--- src/sv/wrmm_pkg.sv ---
// Shared types and default sizes for the windowed running min/max tracker.
package wrmm_pkg;

    localparam int NUM_SAMPLES_DEF = 3;
    localparam int TIME_WIDTH_DEF  = 32;
    localparam int VALUE_WIDTH_DEF = 32;

    typedef struct packed {
        logic load;        // capture input word
        logic fill_all;    // restart: every slot takes the new sample
        logic fill_k;      // overwrite slots from scan index onward
        logic start_scan;  // scan index to 1, shift count to 0
        logic inc_k;       // next scan index
        logic shift;       // drop expired head, refill tail
        logic out_load;    // slot 0 value to output register
    } dp_cmd_t;

    typedef struct packed {
        logic restart;       // restart condition on captured word
        logic beats_k;       // new value at least as good as slot k
        logic k_last;        // scan index at last slot
        logic head_expired;  // slot 0 expired and shift budget left
    } dp_stat_t;

endpackage

--- src/sv/windowed_running_minmax_top.sv ---
// Top level of the windowed running min/max tracker.
//
//  channel  direction  handshake                       contents
//  in       to block   in_valid / in_stall             cmd, sample_time, sample_value
//  out      from block out_valid / out_stall           best_value
//  cfg      to block   psel penable pwrite pready      window_length (0x0), track_max (0x4)
//
// A restarting word goes from the check straight to the final step; otherwise one slot is
// compared per cycle in the scan, and one expired head is shifted out per cycle.
// Reset clears the slots, counters, config and handshake state; no clearing pass follows.
// A result waits in the output register while the next word is taken; a stalled
// result holds the controller in its final step until it is taken.
module windowed_running_minmax_top
    import wrmm_pkg::*;
#(
    parameter int NUM_SAMPLES = NUM_SAMPLES_DEF,
    parameter int TIME_WIDTH  = TIME_WIDTH_DEF,
    parameter int VALUE_WIDTH = VALUE_WIDTH_DEF
)
(
    input  logic        clk,
    input  logic        rst_n,
    input  logic        psel,
    input  logic        penable,
    input  logic        pwrite,
    input  logic [2:0]  paddr,
    input  logic [31:0] pwdata,
    output logic [31:0] prdata,
    output logic        pready,
    input  logic        in_valid,
    output logic        in_stall,
    input  logic        cmd,
    input  logic [31:0] sample_time,
    input  logic [31:0] sample_value,
    output logic        out_valid,
    input  logic        out_stall,
    output logic [31:0] best_value
);

    dp_cmd_t     dp_cmd;
    dp_stat_t    dp_stat;
    logic [31:0] window_length;
    logic        track_max;

    wrmm_cfg u_cfg (
        .clk           (clk),
        .rst_n         (rst_n),
        .psel          (psel),
        .penable       (penable),
        .pwrite        (pwrite),
        .paddr         (paddr),
        .pwdata        (pwdata),
        .prdata        (prdata),
        .pready        (pready),
        .window_length (window_length),
        .track_max     (track_max)
    );

    wrmm_ctrl u_ctrl (
        .clk       (clk),
        .rst_n     (rst_n),
        .in_valid  (in_valid),
        .in_stall  (in_stall),
        .out_valid (out_valid),
        .out_stall (out_stall),
        .dp_stat   (dp_stat),
        .dp_cmd    (dp_cmd)
    );

    wrmm_dp #(
        .NUM_SAMPLES (NUM_SAMPLES),
        .TIME_WIDTH  (TIME_WIDTH),
        .VALUE_WIDTH (VALUE_WIDTH)
    ) u_dp (
        .clk           (clk),
        .rst_n         (rst_n),
        .dp_cmd        (dp_cmd),
        .dp_stat       (dp_stat),
        .window_length (window_length),
        .track_max     (track_max),
        .cmd           (cmd),
        .sample_time   (sample_time),
        .sample_value  (sample_value),
        .best_value    (best_value)
    );

    a_busy_after_accept: assert property (@(posedge clk) disable iff (!rst_n)
        (in_valid && !in_stall) |=> in_stall)
        else $error("input taken while a word is in progress");

    a_fill_on_restart: assert property (@(posedge clk) disable iff (!rst_n)
        dp_cmd.fill_all |-> dp_stat.restart)
        else $error("slots refilled without a restart condition");

    a_shift_on_expiry: assert property (@(posedge clk) disable iff (!rst_n)
        dp_cmd.shift |-> dp_stat.head_expired)
        else $error("head shifted out while still inside the window");

    a_no_result_overwrite: assert property (@(posedge clk) disable iff (!rst_n)
        dp_cmd.out_load |-> (!out_valid || !out_stall))
        else $error("pending result overwritten");

endmodule

--- src/sv/wrmm_cfg.sv ---
// Configuration registers behind the APB-style port.
module wrmm_cfg
    import wrmm_pkg::*;
(
    input  logic        clk,
    input  logic        rst_n,
    input  logic        psel,
    input  logic        penable,
    input  logic        pwrite,
    input  logic [2:0]  paddr,
    input  logic [31:0] pwdata,
    output logic [31:0] prdata,
    output logic        pready,
    output logic [31:0] window_length,
    output logic        track_max
);

    localparam logic REG_WINDOW_LENGTH = 1'b0;
    localparam logic REG_TRACK_MAX     = 1'b1;

    logic [31:0] window_length_reg, window_length_next;
    logic        track_max_reg, track_max_next;
    logic        wr_en;

    assign pready = 1'b1;
    assign wr_en  = psel && penable && pwrite;

    always_comb
    begin
        window_length_next = window_length_reg;
        track_max_next     = track_max_reg;
        if (wr_en)
        begin
            unique case (paddr[2])
                REG_WINDOW_LENGTH: window_length_next = pwdata;
                REG_TRACK_MAX:     track_max_next     = pwdata[0];
                default:           ;
            endcase
        end
    end

    always_comb
    begin
        unique case (paddr[2])
            REG_WINDOW_LENGTH: prdata = window_length_reg;
            REG_TRACK_MAX:     prdata = {31'd0, track_max_reg};
            default:           prdata = 32'd0;
        endcase
    end

    always_ff @(posedge clk or negedge rst_n)
    begin
        if (!rst_n)
        begin
            window_length_reg <= 32'd0;
            track_max_reg     <= 1'b0;
        end
        else
        begin
            window_length_reg <= window_length_next;
            track_max_reg     <= track_max_next;
        end
    end

    assign window_length = window_length_reg;
    assign track_max     = track_max_reg;

endmodule

--- src/sv/wrmm_dp.sv ---
// Datapath: captured word, candidate slots, scan and shift counters, output register.
module wrmm_dp
    import wrmm_pkg::*;
#(
    parameter int NUM_SAMPLES = NUM_SAMPLES_DEF,
    parameter int TIME_WIDTH  = TIME_WIDTH_DEF,
    parameter int VALUE_WIDTH = VALUE_WIDTH_DEF
)
(
    input  logic        clk,
    input  logic        rst_n,
    input  dp_cmd_t     dp_cmd,
    output dp_stat_t    dp_stat,
    input  logic [31:0] window_length,
    input  logic        track_max,
    input  logic        cmd,
    input  logic [31:0] sample_time,
    input  logic [31:0] sample_value,
    output logic [31:0] best_value
);

    localparam int KW = $clog2(NUM_SAMPLES);
    localparam int NW = $clog2(NUM_SAMPLES + 1);
    localparam int CW = (TIME_WIDTH > 32) ? TIME_WIDTH : 32;
    localparam logic [KW-1:0] K_LAST = KW'(NUM_SAMPLES - 1);
    localparam logic [NW-1:0] N_MAX  = NW'(NUM_SAMPLES);

    logic                   cmd_reg;
    logic [TIME_WIDTH-1:0]  cur_time_reg;
    logic [VALUE_WIDTH-1:0] cur_value_reg;
    logic [TIME_WIDTH-1:0]  slot_time_reg  [NUM_SAMPLES];
    logic [VALUE_WIDTH-1:0] slot_value_reg [NUM_SAMPLES];
    logic [KW-1:0]          k_reg;
    logic [NW-1:0]          n_reg;
    logic [31:0]            best_reg;

    logic [63:0]            time_ext, value_ext, best_ext;

    function automatic logic beats(input logic tmax, input logic [VALUE_WIDTH-1:0] v,
                                   input logic [VALUE_WIDTH-1:0] s);
        return tmax ? (v >= s) : (v <= s);
    endfunction

    function automatic logic expired(input logic [TIME_WIDTH-1:0] now,
                                     input logic [TIME_WIDTH-1:0] then_t,
                                     input logic [31:0] win);
        logic [TIME_WIDTH-1:0] diff;
        diff = now - then_t;
        return CW'(diff) > CW'(win);
    endfunction

    assign time_ext  = 64'(sample_time);
    assign value_ext = 64'(sample_value);
    assign best_ext  = 64'(slot_value_reg[0]);

    assign dp_stat.restart = cmd_reg
        || beats(track_max, cur_value_reg, slot_value_reg[0])
        || expired(cur_time_reg, slot_time_reg[NUM_SAMPLES-1], window_length);
    assign dp_stat.beats_k = beats(track_max, cur_value_reg, slot_value_reg[k_reg]);
    assign dp_stat.k_last  = (k_reg == K_LAST);
    assign dp_stat.head_expired = (n_reg < N_MAX)
        && expired(cur_time_reg, slot_time_reg[0], window_length);

    always_ff @(posedge clk)
    begin
        if (dp_cmd.load)
        begin
            cmd_reg       <= cmd;
            cur_time_reg  <= time_ext[TIME_WIDTH-1:0];
            cur_value_reg <= value_ext[VALUE_WIDTH-1:0];
        end
        if (dp_cmd.out_load)
        begin
            best_reg <= best_ext[31:0];
        end
    end

    always_ff @(posedge clk or negedge rst_n)
    begin
        if (!rst_n)
        begin
            k_reg <= '0;
            n_reg <= '0;
        end
        else if (dp_cmd.start_scan)
        begin
            k_reg <= KW'(1);
            n_reg <= '0;
        end
        else
        begin
            if (dp_cmd.inc_k)
            begin
                k_reg <= k_reg + KW'(1);
            end
            if (dp_cmd.shift)
            begin
                n_reg <= n_reg + NW'(1);
            end
        end
    end

    for (genvar j = 0; j < NUM_SAMPLES; j++)
    begin : g_slot
        always_ff @(posedge clk or negedge rst_n)
        begin
            if (!rst_n)
            begin
                slot_time_reg[j]  <= '0;
                slot_value_reg[j] <= '0;
            end
            else if (dp_cmd.fill_all || (dp_cmd.fill_k && (KW'(j) >= k_reg)))
            begin
                slot_time_reg[j]  <= cur_time_reg;
                slot_value_reg[j] <= cur_value_reg;
            end
            else if (dp_cmd.shift)
            begin
                if (j == NUM_SAMPLES - 1)
                begin
                    slot_time_reg[j]  <= cur_time_reg;
                    slot_value_reg[j] <= cur_value_reg;
                end
                else
                begin
                    slot_time_reg[j]  <= slot_time_reg[(j + 1) % NUM_SAMPLES];
                    slot_value_reg[j] <= slot_value_reg[(j + 1) % NUM_SAMPLES];
                end
            end
        end
    end

    assign best_value = best_reg;

endmodule

--- src/sv/wrmm_ctrl.sv ---
// Controller: sequences capture, restart check, slot scan, expiry shifts and result.
module wrmm_ctrl
    import wrmm_pkg::*;
(
    input  logic     clk,
    input  logic     rst_n,
    input  logic     in_valid,
    output logic     in_stall,
    output logic     out_valid,
    input  logic     out_stall,
    input  dp_stat_t dp_stat,
    output dp_cmd_t  dp_cmd
);

    typedef enum logic [2:0] {
        ST_IDLE,
        ST_CHECK,
        ST_SCAN,
        ST_EXPIRE,
        ST_DONE
    } state_t;

    state_t state_reg, state_next;
    logic   out_valid_reg, out_valid_next;

    always_comb
    begin
        state_next     = state_reg;
        out_valid_next = out_valid_reg && out_stall;
        dp_cmd         = '0;
        unique case (state_reg)
            ST_IDLE:
            begin
                if (in_valid)
                begin
                    dp_cmd.load = 1'b1;
                    state_next  = ST_CHECK;
                end
            end
            ST_CHECK:
            begin
                if (dp_stat.restart)
                begin
                    dp_cmd.fill_all = 1'b1;
                    state_next      = ST_DONE;
                end
                else
                begin
                    dp_cmd.start_scan = 1'b1;
                    state_next        = ST_SCAN;
                end
            end
            ST_SCAN:
            begin
                if (dp_stat.beats_k)
                begin
                    dp_cmd.fill_k = 1'b1;
                    state_next    = ST_EXPIRE;
                end
                else if (dp_stat.k_last)
                begin
                    state_next = ST_EXPIRE;
                end
                else
                begin
                    dp_cmd.inc_k = 1'b1;
                end
            end
            ST_EXPIRE:
            begin
                if (dp_stat.head_expired)
                begin
                    dp_cmd.shift = 1'b1;
                end
                else
                begin
                    state_next = ST_DONE;
                end
            end
            ST_DONE:
            begin
                if (!out_valid_reg || !out_stall)
                begin
                    dp_cmd.out_load = 1'b1;
                    out_valid_next  = 1'b1;
                    state_next      = ST_IDLE;
                end
            end
            default:
            begin
                state_next = ST_IDLE;
            end
        endcase
    end

    always_ff @(posedge clk or negedge rst_n)
    begin
        if (!rst_n)
        begin
            state_reg     <= ST_IDLE;
            out_valid_reg <= 1'b0;
        end
        else
        begin
            state_reg     <= state_next;
            out_valid_reg <= out_valid_next;
        end
    end

    assign in_stall  = (state_reg != ST_IDLE);
    assign out_valid = out_valid_reg;

endmodule

--- config.mk ---
export PLATFORM = sky130hd
export DESIGN_NAME = windowed_running_minmax_top
export DESIGN_NICKNAME = d
export VERILOG_FILES = /design/src/sv/wrmm_pkg.sv /design/src/sv/windowed_running_minmax_top.sv /design/src/sv/wrmm_cfg.sv /design/src/sv/wrmm_dp.sv /design/src/sv/wrmm_ctrl.sv
export SDC_FILE = /design/constraint.sdc
export NUM_CORES = 1
export LEC_CHECK = 0
export BUFFER_PORTS_ARGS = -buffer_cell sky130_fd_sc_hd__buf_2
export CORE_MARGIN = 2
export CORE_UTILIZATION = 55
export DETAILED_ROUTE_END_ITERATION = 16
export PLACE_DENSITY = 0.81
export SYNTH_ARGS = -nofsm -noshare
export SYNTH_HDL_FRONTEND = slang
export SYNTH_SLANG_ARGS = --single-unit
--- constraint.sdc ---
create_clock -name clk -period 7.4 [get_ports clk]
set_input_delay 1.48 -clock clk [delete_from_list [all_inputs] [get_ports clk]]
set_output_delay 1.48 -clock clk [all_outputs]
set_load 0.005 [all_outputs]
==> flow_summary.toml, run 1 <==
[drt]
remaining_drc_errors = 0
via_per_inst = 5.67
routed_wl_um = 47300
ant_nets = 0
wl_per_cell_um = 18.4
vias = 14600
drtPass1Iterations = 7
drt_iter0_markers = 824

[setup_path]
reg2reg_slack_ns = 0.69
crit_type = "flip-flop to flip-flop"
critPathMaxFanout = 79
arrival_ns = 7.14
required_ns = 7.83
cp-end-kind = "flip-flop"
crit_path_start_kind = "flip-flop"

[floorplanning]
fp.dieH_um = 198
die_w_um = 198
num_rows = 71
start_util_pct = 55.4
ios = 174
core_area_mm2 = 0.0374
dieArea_mm2 = 0.0392

[place]
io_buffers = 170
place_congestion = 0.916
dp.cells = 2504
dp_slack_ns = 0.821
dp_hpwl_um = 33900

[pwr]
ir_drop_mv = 0.375
power_w = 0.0121
leakage_nw = 11.0
power.density_mw_per_mm2 = 523

[sta]
maxSlewViolCount = 0
relSlewSlack_pct = 35.8
rsz0062_at_grt = "no"
finalCriticalPeriod_ns = 6.71
fmax_mhz = 149
worst_pin_slew_ns = 0.960
hold_viol = 0
setup_ws_ns = 0.694
tns_ns = 0
period_share_pct = 90.6
finalSetupViolCount = 0
skew_ns = 0.0196

[global_route]
grt_pass1_wl_um = 76200
first_global_vias = 15000
grt_use_total_pct = 24.5
grt-ovfl-total = 0
antenna_found_initial = 0
grt_max_degree = 145

[clocking]
cts_tree = "built"
ctsResizeCount = 0
clock_sinks = 330
clock_latency_ns = 0.55
htree_num_levels = 2
postCtsSetupRepairBufs = 0
root_buffer = "clkbuf_16"
numCtsBuffers = 37
clk_path_buf_depth = 3
ctsHoldBuffers = 0
path_clk_slew_ns = 0.06

[hold_path]
hold_path.class = "flip-flop to flip-flop"

[logic_synthesis]
synth_edf_count = 97
yosys_register_bits = 330
syn_area_per_cell_um2 = 11.1
async_flop_share_pct = 70.6
syn_inst = 1870
yosys_warnings = 0
synth_flop_cell = "dfrtp_1"
synth-seq-area-share_pct = 42.2
synth.distinct_cells = 72
syn-cell-area_mm2 = 0.0207
syn_nets = 2174

[final_layout]
fin_nets = 2336
drive_above_1_share_pct = 23.6
final_common_cell = "dfrtp_1"
largest_reg_flops = 96
diodes = 0
final_cell_mix = "dfrtp_1, ha_1, nor2_1"
area_growth_pct = 12.0
layoutNonFillerInstCount = 2571

[run]
max-cap-violations = 0

[outcome]
status = "completed"
## metrics by stage
| step | instance area (um^2) | util [%] | hold WS [ns] |
|---|---|---|---|
| finish | 23200 | 62.0 | 0.504 |
| global route | 23200 | 62.0 | 0.512 |
| CTS | 23200 | 62.0 | 0.506 |
| detailed placement | 22000 | 58.9 | 0.492 |
| global placement | 22000 | 58.9 | 0.488 |
| floorplan | 20700 | - | 0.467 |
## Yosys cell counts, types with 9 or more instances
library cell | number | area [um^2]
dfrtp_1 | 233 | 5830
ha_1 | 195 | 2440
nor2_1 | 192 | 721
a21oi_1 | 182 | 911
inv_1 | 145 | 544
mux2_2 | 111 | 1250
mux2_4 | 110 | 1650
mux2i_1 | 102 | 1020
edfxtp_1 | 97 | 2910
nand2_1 | 61 | 229
o21ai_0 | 52 | 260
xnor2_1 | 40 | 350
a21o_1 | 39 | 293
nand4_1 | 32 | 200
clkbuf_1 | 23 | 86.3
buf_2 | 18 | 90.1
xor2_1 | 15 | 131
nand3_1 | 14 | 70.1
nand2b_1 | 12 | 75.1
nor2b_1 | 12 | 75.1
nor3_1 | 12 | 60.1
o21a_1 | 12 | 90.1
a211oi_1 | 11 | 82.6
buf_6 | 11 | 124
o211ai_1 | 11 | 82.6
a31oi_1 | 10 | 62.6
and3_1 | 9 | 56.3
## critical path: stages (launching register included)
cell and delay [ns]:
edfxtp_1 0.41, inv_1 0.12, ha_1 0.20, inv_1 0.07, fa_1 0.42, a211oi_1 0.45
o211ai_1 0.25, nand3_1 0.17, nand4_1 0.20, o2111ai_1 0.40, a211oi_1 0.22, o41ai_1 0.41
xnor2_1 0.17, ha_1 0.26, nand4_1 0.14, nor4_1 0.08, buf_4 0.16, nand2_1 0.05
nor2_1 0.04, nor4_1 0.68, nor2b_1 0.38, a31o_4 0.16, buf_12 0.44, mux2_2 0.40
mux2_4 0.26
## power by group
part,switching [W],leakage [nW],internal [W]
clock,0.000733,0.583,0.00104
combinational,0.00366,6.77,0.00340
sequential,0.000592,3.60,0.00269
total,0.00499,11.0,0.00714
## kinds of logic (layout without fill, tap and decap cells)
family / Yosys count / after routing / share of synthesized area (%)
AOI/OAI and AO/OA: 375 / 375 / 11.2
DFF: 330 / 330 / 42.2
muxes: 323 / 323 / 18.9
adders and majority gates: 197 / 197 / 12.0
xor gates and xnor gates: 55 / 55 / 2.33
other: 1 / 1 / 0.0181
buffers and inverters: 210 / 400 / 4.89
and+or+nand+nor: 379 / 379 / 8.40
## layer usage
layer / part of all wire (%) / GRT usage [%] / routed length (um) / vias to the layer above
li1: - / - / - / 7075
met1: 44 / 31.1 / 20600 / 7082
met2: 49 / 42.8 / 23100 / 347
met3: 5.0 / 3.88 / 2360 / 86
met4: 2.7 / 7.74 / 1290 / 0
met5: 0 / 0 / 0 / -
## worst paths after layout
kind | from | endpoint | cells past startpoint
min in group asynchronous | rst_n | u_dp.best_ext[25] | 1
setup reg to reg | u_dp.cur_time_reg[0] | u_dp.slot_value_reg[42] | 24
max in group asynchronous | rst_n | u_dp.slot_time_reg[53] | 2
hold / removal | u_cfg.window_length[25] | u_cfg.window_length[25] | 1
setup / recovery | u_dp.cur_time_reg[0] | u_dp.slot_value_reg[42] | 24
hold reg to reg | u_cfg.window_length[25] | u_cfg.window_length[25] | 1
## cell type report
class                      instances  area, um^2
clock buffer                      55        1070
clock inverter                    12         116
fill                            2975       14200
inverter                         145         544
multi-input combinational       1330       11000
sequential                       330        8740
tap                              511         639
timing repair buffer             188        1050
Power figures use the tool's default switching activity.
==> inputs of run 2 (changes only) <==
--- a/config.mk
+++ b/config.mk
@@ -5,9 +5,11 @@
 export SDC_FILE = /design/constraint.sdc
 export NUM_CORES = 1
 export LEC_CHECK = 0
+export ABC_AREA = 1
 export BUFFER_PORTS_ARGS = -buffer_cell sky130_fd_sc_hd__buf_2
 export CORE_MARGIN = 2
 export CORE_UTILIZATION = 55
+export CTS_BUF_LIST = sky130_fd_sc_hd__clkbuf_4 sky130_fd_sc_hd__clkbuf_8
 export DETAILED_ROUTE_END_ITERATION = 16
 export PLACE_DENSITY = 0.81
 export SYNTH_ARGS = -nofsm -noshare
==> run 2 against run 1 <==
  * Critical path depth fell by 2
  * Largest cell class unchanged
  * Clock skew rose by 0.029 ns
  * Sequential power rose by 2%
  * Worst setup slack improved by 0.28 ns
  * Register-to-register slack improved by 0.28 ns
  * Count of clock-buffer cells in the layout rose by 42
  * Non-clock buffer count rose by 2
  * First-iteration DRC count rose to 2.7 times the previous value
==> flow_summary.toml, run 2 <==
[sta]
skew_ns = 0.0490
worst_pin_slew_ns = 1.22
period_share_pct = 86.8
fmax_mhz = 156
tns_ns = 0
hold_viol = 0
rsz0062_at_grt = "no"
finalSetupViolCount = 0
finalCriticalPeriod_ns = 6.43
relSlewSlack_pct = 18.8
hold_ws_ns = 0.499
maxSlewViolCount = 0

[final_layout]
final_cell_mix = "nand2_1, inv_1, dfrtp_1"
fin_nets = 3242
diodes = 0
final_common_cell = "nand2_1"
fin_area_mm2 = 0.0248
largest_reg_flops = 96
final_util_pct = 60.8
area_growth_pct = 9.27
drive_above_1_share_pct = 13.8
fill_cells = 3488

[drt]
via_per_inst = 5.86
remaining_drc_errors = 0
met3_length_um = 4330
drt_iter0_markers = 2233
routed_wl_um = 62800
ant_nets = 0
vias = 20600
routed.top_layer = "met4"
drt-met1-wl_um = 26400
dr_wl_met2_um = 29500
wl_per_cell_um = 17.8
drtPass1Iterations = 8

[logic_synthesis]
yosys.area.top_type_share_pct = 25.7
synth.distinct_cells = 46
syn_nets = 3139
syn_inst = 2835
synth_top_area_cell = "dfrtp_1"
syn-cell-area_mm2 = 0.0227
yosys_warnings = 0
synth-seq-area-share_pct = 38.6
syn_area_per_cell_um2 = 7.99
synth_top_cells_by_area = "dfrtp_1, nand2_1, edfxtp_1, ha_1, nand4_1"
synth_common_cells = "nand2_1, inv_1, dfrtp_1"
synth_edf_count = 97
yosys_register_bits = 330
synth_most_common_cell = "nand2_1"
async_flop_share_pct = 70.6
synth_flop_cell = "dfrtp_1"

[place]
dp_hpwl_um = 40900
place_congestion = 0.941
io_buffers = 170
placed_area_mm2 = 0.0234

[floorplanning]
num_rows = 74
fp.dieH_um = 207
dieArea_mm2 = 0.0428
ios = 174
die_w_um = 207
start_util_pct = 55.6
core_area_mm2 = 0.0407

[global_route]
grt_pass1_wl_um = 100000
grt-ovfl-total = 0
first_global_vias = 20100
grt_use_total_pct = 29.1
grt_max_degree = 136
antenna_found_initial = 0

[setup_path]
arrival_ns = 6.96
critPathMostFrequentCell = "nand2_1"
crit_chain = "ha_1, nand2_1, nor2_1, nand4_1, o21ai_0, a21oi_1, o21ai_0, nand2_1, nand2_1, xor2_1, ha_1, nand2_1, nor2_1, inv_1, nor3_1, nand4_1, nand2_1, nand3_4, nand2_8, nand3_4, nand2_1, nand2_1"
required_ns = 7.94
slowest_stage = "nand3_4"
crit_path_start_kind = "flip-flop"
critical-path-top-delay-family = "simple AND/OR/NAND/NOR gates"
critPathMaxFanout = 109
cp-end-kind = "flip-flop"
crit_type = "flip-flop to flip-flop"
max_stage_delay_ns = 0.99
cp_num_buf_inv = 1

[run]
max-cap-violations = 0

[pwr]
power.density_mw_per_mm2 = 513
ir_drop_mv = 0.230
leakage_nw = 13.1

[clocking]
clk_path_buf_depth = 3
clock_latency_ns = 0.70
root_buffer = "clkbuf_8"
clock_sinks = 330
cts_tree = "built"
path_clk_slew_ns = 0.06
postCtsSetupRepairBufs = 0
htree_num_levels = 2
numCtsBuffers = 57
ctsResizeCount = 0
ctsHoldBuffers = 0

[outcome]
status = "completed"

[hold_path]
hold_path.class = "flip-flop to flip-flop"
run 2: logic make-up (layout without fill, tap and decap cells):
group / after synthesis / after routing / synth area share (%)
compound gates: 343 / 343 / 8.59
xor+xnor: 60 / 60 / 2.32
fa+ha+maj: 197 / 197 / 10.9
buf+inv: 427 / 578 / 9.25
flops: 330 / 330 / 38.6
other cells: 1 / 1 / 0.0166
simple gates: 1477 / 1477 / 30.3
run 2: path summary, 6_finish.rpt:
check                                       from                endpoint  slack [ns]  cells after the start
max in group asynchronous                  rst_n  u_dp.slot_time_reg[71]        5.02                      2
setup / recovery           u_dp.cur_time_reg[11]   u_dp.slot_time_reg[8]        0.97                     22
setup reg to reg           u_dp.cur_time_reg[11]   u_dp.slot_time_reg[8]        0.97                     22
hold reg to reg            u_dp.cur_value_reg[0]  u_dp.slot_value_reg[0]        0.50                      2
hold / removal             u_dp.cur_value_reg[0]  u_dp.slot_value_reg[0]        0.50                      2
min in group asynchronous                  rst_n  u_dp.slot_value_reg[4]        0.90                      1
run 2: power by group:
part	total, W	internal (W)	switching [W]
registers	0.00334	0.00271	0.000629
logic	0.00745	0.00274	0.00471
clock network	0.00191	0.00109	0.000817
total	0.0127	0.00654	0.00615
run 2: area by class of cell:
| cell class | count | area, um^2 | share of cell area, % |
|---|---|---|---|
| clock inverter | 10 | 130 | 0.526 |
| clock buffer | 97 | 1190 | 4.81 |
| sequential | 330 | 8740 | 35.3 |
| multi-input combinational | 2078 | 11900 | 48.1 |
| inverter | 281 | 1060 | 4.27 |
| timing repair buffer | 190 | 1070 | 4.34 |
| tap | 532 | 666 | 2.69 |
run 2: metal layers:
layer	GRT usage (%)	up-vias
met4	14.2	0
met1	37.9	9834
li1	-	9688
met2	47.7	921
met3	4.16	180
met5	0	-
run 2: stage by stage:
stage	total power, W	std cells	setup slack [ns]
detailed placement	0.0106	3411	1.15
CTS	0.0126	3518	1.13
finish	0.0127	3518	0.974
global route	0.0138	3518	0.643
global placement	0.0103	3411	1.26
floorplan	0.00894	2835	2.68
run 2: worst reg2reg max path: stages (launching register included):
cell	delay, ns
edfxtp_1	0.50
ha_1	0.42
nand2_1	0.12
nor2_1	0.20
nand4_1	0.10
o21ai_0	0.44
a21oi_1	0.23
o21ai_0	0.40
nand2_1	0.12
nand2_1	0.09
xor2_1	0.08
ha_1	0.30
nand2_1	0.05
nor2_1	0.16
inv_1	0.09
nor3_1	0.47
nand4_1	0.15
nand2_1	0.25
nand3_4	0.14
nand2_8	0.57
nand3_4	1.01
nand2_1	0.33
nand2_1	0.07
==> inputs of run 3 (changes only) <==
==> constraint.sdc (replaced) <==
create_clock -name clk -period 7.2 [get_ports clk]
set_input_delay 1.44 -clock clk [delete_from_list [all_inputs] [get_ports clk]]
set_output_delay 1.44 -clock clk [all_outputs]
set_load 0.005 [all_outputs]
==> run 3 against run 2 <==
  * Largest power group unchanged
  * Clock power about the same
  * Combinational power up 3.0%
  * Cell count is 0.11% higher
  * Critical path type unchanged
==> flow_summary.toml, run 3 (synthesis gave the netlist of run 2 again) <==
[outcome]
status = "completed"

[sta]
skew_ns = 0.0390
worst_pin_slew_ns = 1.20
maxSlewViolCount = 0
period_share_pct = 86.9
hold_viol = 0
tns_ns = 0
finalSetupViolCount = 0
rsz0062_at_grt = "no"
fmax_mhz = 160
relSlewSlack_pct = 19.7
finalCriticalPeriod_ns = 6.25

[place]
dp_hpwl_um = 41300
io_buffers = 170
place_congestion = 0.933

[pwr]
combPwrFrac_pct = 59.0
seq_power_share_pct = 26.4
cellInternalPower_w = 0.00665
ir_drop_mv = 0.338
leakage_nw = 13.1
power.density_mw_per_mm2 = 526
power_w = 0.0130
netSwitchingFraction_pct = 48.8
clkPwrFrac_pct = 14.6
power.switching_w = 0.00635

[setup_path]
critPathMostFrequentCell = "nand2_1"
slowest_stage = "buf_4"
cp_num_buf_inv = 2
rr_worst_depth = 23
required_ns = 7.78
cp-endpoint = "u_dp.best_ext[3]"
max_stage_delay_ns = 0.83
critical-path-top-delay-family = "simple AND/OR/NAND/NOR gates"
critPathMaxFanout = 81
crit_path_start_kind = "flip-flop"
cp-end-kind = "flip-flop"
crit_type = "flip-flop to flip-flop"
crit_cells = 23
worstReg2RegStart = "u_dp.cur_time_reg[11]"
reg2reg_slack_ns = 0.95
cp-startpoint = "u_dp.cur_time_reg[11]"
crit_chain = "ha_1, nand2_1, nor2_1, nand4_1, o21ai_0, a21oi_1, o21ai_0, nand2_1, nand2_1, xor2_1, ha_1, nand2_1, nor2_1, inv_1, nor3_1, nand4_1, nand2_1, nand3_4, nand2_8, buf_4, nand3_1, nand2_1, nand2_1"
arrival_ns = 6.84
timing.rr.end = "u_dp.best_ext[3]"

[floorplanning]
ios = 174
core_area_mm2 = 0.0407
die_w_um = 207
dieArea_mm2 = 0.0428
start_util_pct = 55.6
num_rows = 74
fp.dieH_um = 207

[clocking]
clock_latency_ns = 0.70
path_clk_slew_ns = 0.06
clock_sinks = 330
numCtsBuffers = 59
ctsHoldBuffers = 0
clk_path_buf_depth = 3
postCtsSetupRepairBufs = 0
ctsResizeCount = 0
root_buffer = "clkbuf_8"
htree_num_levels = 2
cts_tree = "built"

[final_layout]
fill_cells = 3502
area_growth_pct = 9.02
largest_reg_flops = 96
multi_input_area_mm2 = 0.0119
final_common_cell = "nand2_1"
diodes = 0
fin_nets = 3244
drive_above_1_share_pct = 13.6
final-seq-area_mm2 = 0.00874
final_cell_mix = "nand2_1, inv_1, dfrtp_1"

[drt]
ant_nets = 0
routed_wl_um = 62600
via_per_inst = 5.82
drt_iter0_markers = 1963
remaining_drc_errors = 0
vias = 20500
drtPass1Iterations = 5
wl_per_cell_um = 17.8

[global_route]
grt_pass1_wl_um = 100000
first_global_vias = 20000
grt-ovfl-total = 0
grt_use_total_pct = 29.1
grt_max_degree = 166
antenna_found_initial = 0

[run]
max-cap-violations = 0

[hold_path]
hold_path.class = "flip-flop to flip-flop"
## run 3: cell types whose count changed in the layout (fill, tap and decap cells not counted), sizes merged
| cell | previous run | this run |
|---|---|---|
| clkbuf | 97 | 91 |
| clkinv | 8 | 19 |
| inv | 281 | 280 |
## run 3: final cells by class
| type | instances | share of cell area (%) |
|---|---|---|
| Clock buffer | 91 | 4.44 |
| Inverter | 281 | 4.28 |
| Multi-Input combinational cell | 2078 | 48.1 |
| Tap cell | 532 | 2.70 |
| Timing Repair Buffer | 190 | 4.35 |
| Sequential cell | 330 | 35.4 |
| Clock inverter | 20 | 0.719 |
## run 3: worst min path at each step
stage                                     from               endpoint  slack (ns)  cells past startpoint
after floorplan           u_dp.cur_time_reg[0]  u_dp.slot_time_reg[0]        0.44                      2
after detailed placement  u_dp.cur_time_reg[0]  u_dp.slot_time_reg[0]        0.47                      2
final                     u_dp.cur_time_reg[0]  u_dp.slot_time_reg[0]        0.48                      2
after global routing         u_dp.best_ext[12]    u_dp.best_value[12]        0.52                      0
after CTS                 u_dp.cur_time_reg[0]  u_dp.slot_time_reg[0]        0.49                      2
after global placement    u_dp.cur_time_reg[0]  u_dp.slot_time_reg[0]        0.46                      2
## run 3: power by group through the flow
stage | registers, W | clock network (W) | logic (W)
floorplan | 0.00321 | 0 | 0.00598
global placement | 0.00339 | 0 | 0.00716
detailed placement | 0.00342 | 0 | 0.00753
CTS | 0.00340 | 0.00193 | 0.00760
global route | 0.00350 | 0.00201 | 0.00868
finish | 0.00343 | 0.00190 | 0.00767
## run 3: metal layers
layer	GRT usage (%)	wire length (um)
met2	48.4	30100
met3	3.97	4680
met1	38.0	25700
met4	12.7	2110
met5	0	0
## run 3: metrics by stage
stage               std cells  hold WS [ns]  setup slack, ns  instance area [um^2]  utilization, %
floorplan                2835         0.444             2.52                 22700               -
global placement         3411         0.462             1.35                 23400            57.5
detailed placement       3411         0.474             1.19                 23400            57.5
CTS                      3522         0.487             1.18                 24700            60.6
global route             3522         0.523            0.655                 24700            60.6
finish                   3522         0.481            0.945                 24700            60.6
## run 3: worst reg2reg max path, cell delays in order, from the launching register on
cell and delay [ns]:
edfxtp_1 0.50, ha_1 0.42, nand2_1 0.12, nor2_1 0.18, nand4_1 0.09, o21ai_0 0.47, a21oi_1 0.24, o21ai_0 0.47
nand2_1 0.14, nand2_1 0.10, xor2_1 0.06, ha_1 0.30, nand2_1 0.05, nor2_1 0.19, inv_1 0.11, nor3_1 0.54
nand4_1 0.17, nand2_1 0.23, nand3_4 0.13, nand2_8 0.43, buf_4 0.85, nand3_1 0.20, nand2_1 0.12, nand2_1 0.05
